===== config.mk =====
export PLATFORM = sky130hd
export DESIGN_NAME = link_health_backoff_monitor_core
export DESIGN_NICKNAME = d
export VERILOG_FILES = /design/src/rtl/lhbm_pkg.sv /design/src/rtl/link_health_backoff_monitor_core.sv /design/src/rtl/lhbm_ram.sv /design/src/rtl/lhbm_cfg_regs.sv /design/src/rtl/lhbm_step.sv
export SDC_FILE = /design/constraint.sdc
export NUM_CORES = 2
export LEC_CHECK = 0
export BUFFER_PORTS_ARGS = -buffer_cell sky130_fd_sc_hd__buf_2
export CORE_MARGIN = 3
export CORE_UTILIZATION = 57
export CTS_CLUSTER_SIZE = 30
export DETAILED_ROUTE_END_ITERATION = 10
export GPL_ROUTABILITY_DRIVEN = 0
export MAX_ROUTING_LAYER = met4
export PLACE_DENSITY_LB_ADDON = 0.25
export SYNTH_ARGS = -nofsm -noshare
export SYNTH_HDL_FRONTEND = slang
export SYNTH_SLANG_ARGS = --single-unit

===== constraint.sdc =====
create_clock -name clk -period 16.56 [get_ports clk]
set_input_delay 1.656 -clock clk [delete_from_list [all_inputs] [get_ports clk]]
set_output_delay 1.656 -clock clk [all_outputs]
set_load 0.01 [all_outputs]

===== src/rtl/lhbm_pkg.sv =====
// Shared types, register map and reset constants for the link health backoff monitor.
package lhbm_pkg;

  localparam int LHBM_CHANNELS = 16;

  localparam logic [15:0] CHECK_INTERVAL_RST  = 16'd30;
  localparam logic [7:0]  RESTART_LIMIT_RST   = 8'd5;
  localparam logic [15:0] BACKOFF_INITIAL_RST = 16'd2;
  localparam logic [15:0] BACKOFF_LIMIT_RST   = 16'd120;
  localparam logic [15:0] STALE_THRESHOLD_RST = 16'd300;

  localparam int CFG_AW = 5;

  localparam logic [2:0] REG_CHECK_INTERVAL  = 3'd0;
  localparam logic [2:0] REG_RESTART_LIMIT   = 3'd1;
  localparam logic [2:0] REG_BACKOFF_INITIAL = 3'd2;
  localparam logic [2:0] REG_BACKOFF_LIMIT   = 3'd3;
  localparam logic [2:0] REG_STALE_THRESHOLD = 3'd4;

  localparam logic [1:0] MODE_CHECK  = 2'd0;
  localparam logic [1:0] MODE_RECORD = 2'd1;
  localparam logic [1:0] MODE_ADD    = 2'd2;

  typedef struct packed {
    logic [15:0] check_interval;
    logic [7:0]  restart_limit;
    logic [15:0] backoff_initial;
    logic [15:0] backoff_limit;
    logic [15:0] stale_threshold;
  } lhbm_cfg_t;

  typedef struct packed {
    logic        healthy;
    logic [31:0] last_check_time;
    logic [31:0] last_event_time;
    logic [15:0] fail_run;
    logic [7:0]  restart_tally;
    logic [15:0] backoff_secs;
  } lhbm_entry_t;

  localparam int ENTRY_W = $bits(lhbm_entry_t);

  typedef struct packed {
    logic        found;
    logic        checked;
    logic        is_healthy;
    logic [15:0] failure_count;
    logic [7:0]  restarts_done;
    logic        restart_tried;
    logic [15:0] backoff_now;
    logic        stale_flag;
  } lhbm_result_t;

  typedef enum logic {
    ST_IDLE,
    ST_UPDATE
  } lhbm_state_t;

endpackage


===== src/rtl/link_health_backoff_monitor_core.sv =====
// Top level of the link health backoff monitor: channel table, sequencer and output register.
//
//   Channel  Direction  Handshake                    Payload
//   in_      input      in_valid / in_ready          mode, channel_index, now_time,
//                                                     health_ok, restart_ok
//   out_     output     out_valid / out_ready        found, checked, is_healthy,
//                                                     failure_count, restarts_done,
//                                                     restart_tried, backoff_now, stale_flag
//   cfg      config     psel, penable, pwrite, ...   five registers at 4*index
//
// Each transaction first reads the table entry from the RAM, whose
// read data is registered, and then updates it and writes it back.
// A new transaction is accepted while the previous result waits in the output register.
// A finished update waits in place while the output register is still full.
// Reset is synchronous and clears the per-channel valid flags, so no clearing pass is needed.
module link_health_backoff_monitor_core
  import lhbm_pkg::*;
#(
  parameter int CHANNELS = LHBM_CHANNELS
) (
  input  logic              clk,
  input  logic              rst_n,
  input  logic              in_valid,
  output logic              in_ready,
  input  logic [1:0]        in_mode,
  input  logic [3:0]        in_channel_index,
  input  logic [31:0]       in_now_time,
  input  logic              in_health_ok,
  input  logic              in_restart_ok,
  output logic              out_valid,
  input  logic              out_ready,
  output logic              out_found,
  output logic              out_checked,
  output logic              out_is_healthy,
  output logic [15:0]       out_failure_count,
  output logic [7:0]        out_restarts_done,
  output logic              out_restart_tried,
  output logic [15:0]       out_backoff_now,
  output logic              out_stale_flag,
  input  logic              psel,
  input  logic              penable,
  input  logic              pwrite,
  input  logic [CFG_AW-1:0] paddr,
  input  logic [31:0]       pwdata,
  output logic [31:0]       prdata,
  output logic              pready
);

  localparam int AW = (CHANNELS > 1) ? $clog2(CHANNELS) : 1;
  localparam int EW = (AW > 4) ? AW : 4;

  lhbm_cfg_t     cfg;
  lhbm_state_t   state_r, state_nxt;
  logic [1:0]    mode_r;
  logic [3:0]    ch_r;
  logic [31:0]   now_r;
  logic          health_r;
  logic          restart_r;
  logic          in_acc;
  logic          advance;
  logic [EW-1:0] idx_ext;
  logic [AW-1:0] addr;
  logic          in_range;
  logic          hit;
  logic [CHANNELS-1:0] valid_r, valid_nxt;
  logic [ENTRY_W-1:0]  ram_rdata;
  lhbm_entry_t   cur;
  lhbm_entry_t   upd;
  logic          wr_en;
  logic          set_valid;
  lhbm_result_t  res;
  lhbm_result_t  res_r;
  logic          out_valid_r, out_valid_nxt;

  lhbm_cfg_regs u_cfg (
    .clk     (clk),
    .rst_n   (rst_n),
    .psel    (psel),
    .penable (penable),
    .pwrite  (pwrite),
    .paddr   (paddr),
    .pwdata  (pwdata),
    .prdata  (prdata),
    .pready  (pready),
    .cfg     (cfg)
  );

  assign in_ready = (state_r == ST_IDLE);
  assign in_acc   = in_valid && in_ready;
  assign advance  = (state_r == ST_UPDATE) && (!out_valid_r || out_ready);

  assign idx_ext  = EW'(ch_r);
  assign addr     = idx_ext[AW-1:0];
  assign in_range = 32'(ch_r) < 32'(CHANNELS);
  assign hit      = in_range && valid_r[addr];
  assign cur      = hit ? lhbm_entry_t'(ram_rdata) : '0;

  logic [EW-1:0] rd_idx_ext;
  assign rd_idx_ext = EW'(in_channel_index);

  lhbm_ram #(
    .WIDTH (ENTRY_W),
    .DEPTH (CHANNELS),
    .AW    (AW)
  ) u_table (
    .clk   (clk),
    .we    (advance && wr_en),
    .waddr (addr),
    .wdata (upd),
    .re    (in_acc),
    .raddr (rd_idx_ext[AW-1:0]),
    .rdata (ram_rdata)
  );

  lhbm_step u_step (
    .cfg        (cfg),
    .mode       (mode_r),
    .in_range   (in_range),
    .hit        (hit),
    .now_time   (now_r),
    .health_ok  (health_r),
    .restart_ok (restart_r),
    .cur        (cur),
    .wr_en      (wr_en),
    .set_valid  (set_valid),
    .upd        (upd),
    .res        (res)
  );

  always_comb begin
    state_nxt     = state_r;
    valid_nxt     = valid_r;
    out_valid_nxt = out_valid_r;
    if (out_ready) begin
      out_valid_nxt = 1'b0;
    end
    case (state_r)
      ST_IDLE: begin
        if (in_acc) begin
          state_nxt = ST_UPDATE;
        end
      end
      ST_UPDATE: begin
        if (advance) begin
          state_nxt     = ST_IDLE;
          out_valid_nxt = 1'b1;
          if (set_valid) begin
            valid_nxt[addr] = 1'b1;
          end
        end
      end
      default: state_nxt = ST_IDLE;
    endcase
  end

  always_ff @(posedge clk) begin
    if (!rst_n) begin
      state_r     <= ST_IDLE;
      valid_r     <= '0;
      out_valid_r <= 1'b0;
    end else begin
      state_r     <= state_nxt;
      valid_r     <= valid_nxt;
      out_valid_r <= out_valid_nxt;
    end
  end

  always_ff @(posedge clk) begin
    if (in_acc) begin
      mode_r    <= in_mode;
      ch_r      <= in_channel_index;
      now_r     <= in_now_time;
      health_r  <= in_health_ok;
      restart_r <= in_restart_ok;
    end
    if (advance) begin
      res_r <= res;
    end
  end

  assign out_valid         = out_valid_r;
  assign out_found         = res_r.found;
  assign out_checked       = res_r.checked;
  assign out_is_healthy    = res_r.is_healthy;
  assign out_failure_count = res_r.failure_count;
  assign out_restarts_done = res_r.restarts_done;
  assign out_restart_tried = res_r.restart_tried;
  assign out_backoff_now   = res_r.backoff_now;
  assign out_stale_flag    = res_r.stale_flag;

endmodule


===== src/rtl/lhbm_ram.sv =====
// Generic single-write, single-read synchronous RAM with registered read data.
module lhbm_ram #(
  parameter int WIDTH = 8,
  parameter int DEPTH = 16,
  parameter int AW    = (DEPTH > 1) ? $clog2(DEPTH) : 1
) (
  input  logic             clk,
  input  logic             we,
  input  logic [AW-1:0]    waddr,
  input  logic [WIDTH-1:0] wdata,
  input  logic             re,
  input  logic [AW-1:0]    raddr,
  output logic [WIDTH-1:0] rdata
);

  logic [WIDTH-1:0] mem [DEPTH];
  logic [WIDTH-1:0] rdata_r;

  always_ff @(posedge clk) begin
    if (we) begin
      mem[waddr] <= wdata;
    end
    if (re) begin
      rdata_r <= mem[raddr];
    end
  end

  assign rdata = rdata_r;

endmodule


===== src/rtl/lhbm_cfg_regs.sv =====
// APB-style configuration register file for the link health backoff monitor.
module lhbm_cfg_regs
  import lhbm_pkg::*;
(
  input  logic              clk,
  input  logic              rst_n,
  input  logic              psel,
  input  logic              penable,
  input  logic              pwrite,
  input  logic [CFG_AW-1:0] paddr,
  input  logic [31:0]       pwdata,
  output logic [31:0]       prdata,
  output logic              pready,
  output lhbm_cfg_t         cfg
);

  lhbm_cfg_t   cfg_r;
  lhbm_cfg_t   cfg_nxt;
  logic [2:0]  reg_idx;
  logic        wr_en;

  assign pready  = 1'b1;
  assign reg_idx = paddr[CFG_AW-1:2];
  assign wr_en   = psel && penable && pwrite && pready;

  always_comb begin
    cfg_nxt = cfg_r;
    if (wr_en) begin
      case (reg_idx)
        REG_CHECK_INTERVAL:  cfg_nxt.check_interval  = pwdata[15:0];
        REG_RESTART_LIMIT:   cfg_nxt.restart_limit   = pwdata[7:0];
        REG_BACKOFF_INITIAL: cfg_nxt.backoff_initial = pwdata[15:0];
        REG_BACKOFF_LIMIT:   cfg_nxt.backoff_limit   = pwdata[15:0];
        REG_STALE_THRESHOLD: cfg_nxt.stale_threshold = pwdata[15:0];
        default: ;
      endcase
    end
  end

  always_ff @(posedge clk) begin
    if (!rst_n) begin
      cfg_r.check_interval  <= CHECK_INTERVAL_RST;
      cfg_r.restart_limit   <= RESTART_LIMIT_RST;
      cfg_r.backoff_initial <= BACKOFF_INITIAL_RST;
      cfg_r.backoff_limit   <= BACKOFF_LIMIT_RST;
      cfg_r.stale_threshold <= STALE_THRESHOLD_RST;
    end else begin
      cfg_r <= cfg_nxt;
    end
  end

  always_comb begin
    case (reg_idx)
      REG_CHECK_INTERVAL:  prdata = {16'd0, cfg_r.check_interval};
      REG_RESTART_LIMIT:   prdata = {24'd0, cfg_r.restart_limit};
      REG_BACKOFF_INITIAL: prdata = {16'd0, cfg_r.backoff_initial};
      REG_BACKOFF_LIMIT:   prdata = {16'd0, cfg_r.backoff_limit};
      REG_STALE_THRESHOLD: prdata = {16'd0, cfg_r.stale_threshold};
      default:             prdata = 32'd0;
    endcase
  end

  assign cfg = cfg_r;

endmodule


===== src/rtl/lhbm_step.sv =====
// Entry update logic: add, record and check with interval and backoff skips.
module lhbm_step
  import lhbm_pkg::*;
(
  input  lhbm_cfg_t    cfg,
  input  logic [1:0]   mode,
  input  logic         in_range,
  input  logic         hit,
  input  logic [31:0]  now_time,
  input  logic         health_ok,
  input  logic         restart_ok,
  input  lhbm_entry_t  cur,
  output logic         wr_en,
  output logic         set_valid,
  output lhbm_entry_t  upd,
  output lhbm_result_t res
);

  logic signed [33:0] since;
  logic signed [33:0] quiet;
  logic               skip;
  logic [15:0]        fail_sat;
  logic               tried;
  logic               recovered;
  logic [15:0]        base_bo;
  logic [16:0]        doubled;

  assign since = $signed({2'b00, now_time}) - $signed({2'b00, cur.last_check_time});
  assign quiet = $signed({2'b00, now_time}) - $signed({2'b00, cur.last_event_time});

  assign skip = (cur.last_check_time != 32'd0) &&
                ((since < $signed({18'd0, cfg.check_interval})) ||
                 ((cur.fail_run != 16'd0) && (since < $signed({18'd0, cur.backoff_secs}))));

  assign fail_sat  = (cur.fail_run == 16'hFFFF) ? cur.fail_run : cur.fail_run + 16'd1;
  assign tried     = cur.restart_tally < cfg.restart_limit;
  assign recovered = tried && restart_ok;
  assign base_bo   = recovered ? cfg.backoff_initial : cur.backoff_secs;
  assign doubled   = {base_bo, 1'b0};

  always_comb begin
    wr_en     = 1'b0;
    set_valid = 1'b0;
    upd       = cur;
    res       = '0;
    if (in_range && (mode == MODE_ADD)) begin
      wr_en     = 1'b1;
      set_valid = 1'b1;
      upd       = '0;
      upd.healthy      = 1'b1;
      upd.backoff_secs = cfg.backoff_initial;
    end else if (hit && (mode == MODE_RECORD)) begin
      wr_en               = 1'b1;
      upd.last_event_time = cur.last_check_time;
      res.found           = 1'b1;
    end else if (hit && (mode == MODE_CHECK)) begin
      res.found = 1'b1;
      if (!skip) begin
        wr_en               = 1'b1;
        res.checked         = 1'b1;
        upd.last_check_time = now_time;
        if (health_ok) begin
          upd.healthy      = 1'b1;
          upd.fail_run     = 16'd0;
          upd.backoff_secs = cfg.backoff_initial;
        end else begin
          upd.healthy  = recovered;
          upd.fail_run = recovered ? 16'd0 : fail_sat;
          if (tried) begin
            upd.restart_tally = cur.restart_tally + 8'd1;
          end
          res.restart_tried = tried;
          upd.backoff_secs  = (doubled > {1'b0, cfg.backoff_limit}) ?
                              cfg.backoff_limit : doubled[15:0];
        end
        res.stale_flag = (cfg.stale_threshold != 16'd0) &&
                         (cur.last_event_time != 32'd0) &&
                         (quiet > $signed({18'd0, cfg.stale_threshold})) &&
                         upd.healthy;
      end
    end
    if (res.found || set_valid) begin
      res.is_healthy    = upd.healthy;
      res.failure_count = upd.fail_run;
      res.restarts_done = upd.restart_tally;
      res.backoff_now   = upd.backoff_secs;
    end
  end

endmodule

## Yosys cells after proc, flatten, opt, wreduce, memory -nomap -nowiden

Memories as Yosys holds them, arrays and structs flattened. A register that Yosys moved wholly into a read port is not among the register bits.
Cells that the tools add are included.

| storage, ports and cells | value |
|---|---|
| bits in registers | 175 |
| bits in latches | 0 |
| memory bits (writable) | 1680 |
| bits in read-only memories | 0 |
| output and inout bits | 80 |
| word-level logic and storage cells | 120 |
| memories kept | 1 |

Memories:

| memory | words | bits a word | rd ports | clocked after Yosys merged registers in | wr ports | RTL line | source |
|---|---|---|---|---|---|---|---|
| u_table.mem | 16 | 105 | 1 | 1 | 1 | lhbm_ram.sv:16 | `logic [WIDTH-1:0] mem [DEPTH];` |

| operators by class | value |
|---|---|
| $add $sub $neg | 4 |
| multipliers | 0 |
| div/mod/pow operators | 0 |
| magnitude comparators | 7 |
| equal/unequal tests | 7 |
| shift-type cells | 0 |
| multiplexer cells | 44 |
| bitwise gates (word level) | 3 |
| reductions and logical operators | 33 |

Operator list:

| cell | number |
|---|---|
| 105-bit two-way mux | 2 |
| 40-bit two-way mux | 3 |
| 33-bit two-way mux | 3 |
| 16-bit two-way mux | 6 |
| 16-bit one-hot mux with 5 select lines | 1 |
| 34-bit by 17-bit less-than comparator with 1-bit output | 2 |
| 32-bit by 32-bit subtractor with 33-bit output | 2 |
| 32-bit nonzero test | 2 |
| 34-bit by 17-bit greater-than comparator with 1-bit output | 1 |
| 32-bit two-way mux | 1 |
| 16-bit nonzero test | 2 |
| 1-bit two-way mux | 21 |
| 17-bit by 16-bit greater-than comparator with 1-bit output | 1 |
| 16-bit by 1-bit adder with 16-bit output, second input constant | 1 |
| 16-bit == test, second input constant | 1 |
| 8-bit two-way mux | 2 |
| 16-bit OR | 1 |
| 1-bit logical AND | 14 |
| 2-bit AND reduction | 5 |
| 8-bit by 1-bit adder with 8-bit output, second input constant | 1 |
| 8-bit less-than comparator | 1 |
| 3-bit by 2-bit == test with 1-bit output, second input constant | 2 |
| 4-bit by 5-bit less-than comparator with 1-bit output, second input constant | 1 |
| 5-bit OR reduction | 1 |
| 17 further kinds | 21 |

## Longest topological paths before layout

| depth | value |
|---|---|
| depth after elaboration | 16 |
| mapped depth | 33 |
| gate-level depth less buffers | 26 |

## Modules after synthesis

From an unflattened synthesis, not the netlist that was laid out.

| unflattened totals | value |
|---|---|
| cell total of the unflattened synthesis | 4753 |
| area, all modules | 82937.0 µm² |

By module, submodules not included:

| module | times used | cells an instance | area an instance (µm²) |
|---|---|---|---|
| lhbm_ram | 1 | 2688 | 65987.0 |
| lhbm_step | 1 | 1389 | 8994.9 |
| link_health_backoff_monitor_core | 1 | 303 | 4494.3 |
| lhbm_cfg_regs | 1 | 373 | 3460.8 |

## Least setup slack after synthesis

OpenSTA, ideal clock, no wires.

| timing | value |
|---|---|
| kind | flip-flop to flip-flop |
| from | reg ch_r[2], in the netlist addr[2] |
| to | mem u_table.mem[13][0] in the netlist's numbering, enable pin |
| arrival time | 15670 ps |
| slack | 63 ps |
| cell stages (with the launch flop) | 27 |
| path buffers | 7 |
| path through | edfxtp_1 clkbuf_1 inv_1 a2bb2oi_1 a22o_1 buf_2 clkbuf_1 clkbuf_1 clkbuf_1 buf_1 nand2_1 fa_1 a21o_1 a221o_1 a21o_1 xor2_1 ha_1 nand4_1 o21a_1 maj3_1 a211oi_1 a2bb2oi_1 o21ai_2 inv_2 nor3_4 buf_2 nor4_1 |

| between the ends | value |
|---|---|
| word-level cells in the longest chain between the ends | 15 |
| elaborated cells between the ends (all ways) | 20 |

RTL lines:

| what | RTL line | source |
|---|---|---|
| from (decl) | link_health_backoff_monitor_core.sv:55 | `logic [3:0] ch_r;` |
| from (signal assigned) | link_health_backoff_monitor_core.sv:171 | `ch_r <= in_channel_index;` |
| 1-bit binary-select mux with 4-bit select | link_health_backoff_monitor_core.sv:95 | `assign hit = in_range && valid_r[addr];` |
| 1-bit two-way mux (implied by the code) | link_health_backoff_monitor_core.sv:95 |  |
| 105-bit two-way mux | link_health_backoff_monitor_core.sv:96 | `assign cur = hit ? lhbm_entry_t'(ram_rdata) : '0;` |
| 32-bit by 32-bit subtractor with 33-bit output | lhbm_step.sv:28 | `assign since = $signed({2'b00, now_time}) - $signed({2'b00, cur.last_check_time});` |
| 34-bit by 17-bit less-than comparator with 1-bit output | lhbm_step.sv:33 | `((cur.fail_run != 16'd0) && (since < $signed({18'd0, cur.backoff_secs}))));` |
| 1-bit logical AND | lhbm_step.sv:33 |  |
| 1-bit logical OR | lhbm_step.sv:32 | `((since < $signed({18'd0, cfg.check_interval})) \|\|` |
| 1-bit logical AND | lhbm_step.sv:31 | `assign skip = (cur.last_check_time != 32'd0) &&` |
| 1-bit two-way mux | lhbm_step.sv:58 | `if (!skip) begin` |
| 1-bit two-way mux | lhbm_step.sv:56 | `end else if (hit && (mode == MODE_CHECK)) begin` |
| 1-bit two-way mux | lhbm_step.sv:52 | `end else if (hit && (mode == MODE_RECORD)) begin` |
| 1-bit two-way mux | lhbm_step.sv:46 | `if (in_range && (mode == MODE_ADD)) begin` |
| 1-bit logical AND | link_health_backoff_monitor_core.sv:107 | `.we (advance && wr_en),` |
| 1-bit two-way mux | lhbm_ram.sv:20 | `if (we) begin` |
| 1-bit two-way mux (implied by the code) | lhbm_ram.sv:21 | `mem[waddr] <= wdata;` |
| to (decl) | lhbm_ram.sv:16 |  |

Parallel ways exist; a longest one is shown, timed or not. The select of a mux whose other input is x is not followed.

## Worst setup path after layout

| timing | value |
|---|---|
| from | reg ch_r[1], in the netlist addr[1] |
| to | mem u_table.mem[4][62] in the netlist's numbering, enable pin |

Same word-level chain as after synthesis.

==> flow_summary.ini <==
[grt]
gr-total-overflow = 0
grt_pass1_wl_um = 302000
grt_max_degree = 106
antenna_found_initial = 12
grt_pass1_vias = 43800
grt.total_usage = 0.293

[setup_path]
crit_path_max_incr_delay_ps = 910
slowest_stage = edfxtp_1
crit_top_cell = buf_4
start_kind = register
r2r.worst_path.cells = 28
crit_fanout = 39
path_buf_inv = 6
reg2reg_slack_ps = 6780
critical_path_required_ps = 17040
cp_data_arrival_time_ps = 10260
worstReg2RegStart = addr[1]
cp_top_family = compound AO/OA/AOI/OAI gates
crit_type = register to register
endpoint_kind = register
r2r-end = u_table.mem[4][62]

[worst_hold_path]
hold_class = register to register
hold-path-cell-count = 1
min_delay_worst_endpoint = valid_r[13]
hp-start = valid_r[13]

[yosys]
synth-xor-area-share = 0.00440
yosysSeqAreaShare = 0.711
yosys_warnings = 0
ys_types = 89
synth_area_per_cell_um2 = 18.3
synth-async-reset-ratio = 0
synth_cells = 4460
synthFlopType = edfxtp_1
synth-edff-count = 1870
synth_compound_gate_area_share = 0.0537
synth.mux.area_fraction = 0.149
netlist_area_um2 = 81500
synth_adder_area_share = 0.0207
synthSimpleGateAreaFrac = 0.0443
synth_top_family_by_area = multiplexers
synth-seq-cells = 1960

[cells_and_area]
layout-drive-gt1-share = 0.222
multiInputGateArea_um2 = 22500
nets = 4871
fillCellCount = 9437
seqCellArea_um2 = 58000
syn_to_final_growth_pct = 11.3

[floorplan]
die_w_um = 384
io_pins = 164
start_util = 0.575
dieArea_um2 = 148000
dieHeight_um = 384
coreArea_um2 = 142000
std_cell_rows = 138

[placement]
dp_hpwl_um = 114000
portBuffers = 128

[clock_tree]
cts_buffers = 189
post_cts_buffers = 0
cts_tree = done
clockRootBuffer = clkbuf_16
clk_pin_slew_ps = 70
htree_levels = 4
ctsResizeCount = 0
cts_sinks = 1960
cts_max_path_buffers = 3
clk_latency_ps = 840
cts_hold_buf = 0

[routing]
ant_nets = 0
via_per_inst = 6.70
drt-pass1-iter-count = 6
vias = 45000
drc = 0
drt_iter0_drc = 5893
wl_per_cell_um = 30.8
drt_wl_total_um = 207000

[power]
ir_drop_uv = 108
p_leak_nw = 29.4
total_power_mw = 10.4
power_per_cell_area_nw_per_um2 = 115

[timing]
fmax_mhz = 102
slew_headroom = 0.0791
setup_tns_ps = 0
min_period_ps = 9780
finalCritPeriodShare = 0.591
tightest_slew_ps = 1380
hold_viol_final = 0
rsz0062_at_grt = no
slew_violations = 0
final-setup-viol-count = 0
finClkSkew_ps = 30.4

[outcome]
status = completed

[flow_run]
maxCapViolations = 0
## how the worst max path moves through the flow
stage | from | to | slack (ps) | cells after the start
floorplan | addr[2] | u_table.mem[13][0] | 60 | 26
global placement | addr[1] | u_table.mem[4][62] | 7100 | 28
detailed placement | addr[1] | u_table.mem[4][62] | 6980 | 28
CTS | addr[1] | u_table.mem[4][56] | 6930 | 28
global route | addr[1] | u_table.mem[4][56] | 6370 | 28
finish | addr[1] | u_table.mem[4][62] | 6780 | 28
## routing by layer
layer | part of all wire | GRT usage
met5 | 0 | -
met2 | 0.47 | 0.433
met3 | 0.10 | 0.0591
met4 | 0.033 | 0.0983
met1 | 0.39 | 0.414
## area by class of cell
cell class                      instances  area share
Timing Repair Buffer                  239      0.0179
Clock buffer                          253      0.0555
Sequential cell                      1960       0.639
Clock inverter                         94      0.0102
Antenna cell                           13    0.000359
Inverter                               90     0.00372
Multi-Input combinational cell       2176       0.247
Tap cell                             1890      0.0261
## synthesized netlist by cell type (17+ instances only)
cell type  instances  area [um2]
a211oi_1          20         150
a21boi_0          63         473
a21o_1            34         255
a21oi_1          141         706
a221o_1           20         200
a22o_1            42         368
and2_1            24         150
and3_1            24         150
buf_1             47         176
buf_4             17         128
clkbuf_1         168         631
dfxtp_1           90        1800
edfxtp_1        1870       56200
ha_1             129        1610
inv_1             88         330
mux2i_1           26         260
mux4_2           529       11900
nand2_1          387        1450
nand2b_1          18         113
nand3_1           38         190
nand4_1           43         269
nor2_1            96         360
nor2b_1           20         125
nor3_1            43         215
nor4_1            37         231
o211ai_1          26         195
o21a_1            23         173
o21ai_0          138         691
o31ai_1           45         338
xnor2_1           27         236
## registers in the layout, indices dropped and copies added, names as in the netlist
| signal | count |
|---|---|
| addr | 4 |
| health_r | 1 |
| mode_r | 2 |
| now_r | 32 |
| out_backoff_now | 16 |
| out_checked | 1 |
| out_failure_count | 16 |
| out_found | 1 |
| out_is_healthy | 1 |
| out_restart_tried | 1 |
| out_restarts_done | 8 |
| out_stale_flag | 1 |
| out_valid | 1 |
| restart_r | 1 |
| state_r | 1 |
| u_cfg.cfg | 72 |
| u_table.mem | 1680 |
| u_table.rdata | 105 |
| valid_r | 16 |
## cells by family after synthesis
logic type,count (synthesis)
flip-flops,1960
AND/OR/NAND/NOR,775
AO/OA/AOI/OAI,653
multiplexers,556
buffers and inverters,339
adder cells (fa/ha/maj),134
XOR/XNOR,41
other,2
## cells in the final DEF (no fill, tap or decap), types with 15 or more instances in the layout
| cell | count |
|---|---|
| clkbuf_1 | 59 |
| conb_1 | 17 |
| a31oi_1 | 15 |
| dfxtp_1 | 90 |
| buf_4 | 102 |
| a211oi_1 | 20 |
| nor2_1 | 95 |
| clkinv_1 | 37 |
| inv_1 | 88 |
| a21o_1 | 34 |
| a21boi_0 | 63 |
| clkinv_2 | 26 |
| edfxtp_1 | 1870 |
| a21oi_1 | 140 |
| a22o_1 | 41 |
| o211ai_1 | 26 |
| mux2i_1 | 26 |
| mux4_2 | 529 |
| buf_2 | 124 |
| o21a_1 | 23 |
| nor2b_1 | 18 |
| ha_1 | 129 |
| and2_1 | 23 |
| a221o_1 | 20 |
| nor4_1 | 29 |
| and3_1 | 24 |
| nand2b_1 | 18 |
| clkbuf_16 | 190 |
| xnor2_1 | 27 |
| nand2_1 | 387 |
| nand3_1 | 38 |
| nor3_1 | 33 |
| nand4_1 | 43 |
| o31ai_1 | 43 |
| o21ai_0 | 137 |
## per-stage QoR
step	instances	cell area (um2)	hold slack [ps]	setup WS, ps	util
3_3_place_gp	6355	84700	442	7100	0.598
4_1_cts	6702	90700	478	6930	0.640
6_report	6715	90700	477	6780	0.640
3_5_place_dp	6355	84700	456	6980	0.598
5_1_grt	6711	90700	489	6370	0.640
2_1_floorplan	4475	81600	435	63.5	-
## report_power, final
part	internal, mW	switching [mW]
registers	5.49	0.0644
clock network	2.32	1.83
logic	0.285	0.435
total	8.09	2.33
(Power assumes the default switching activity.)
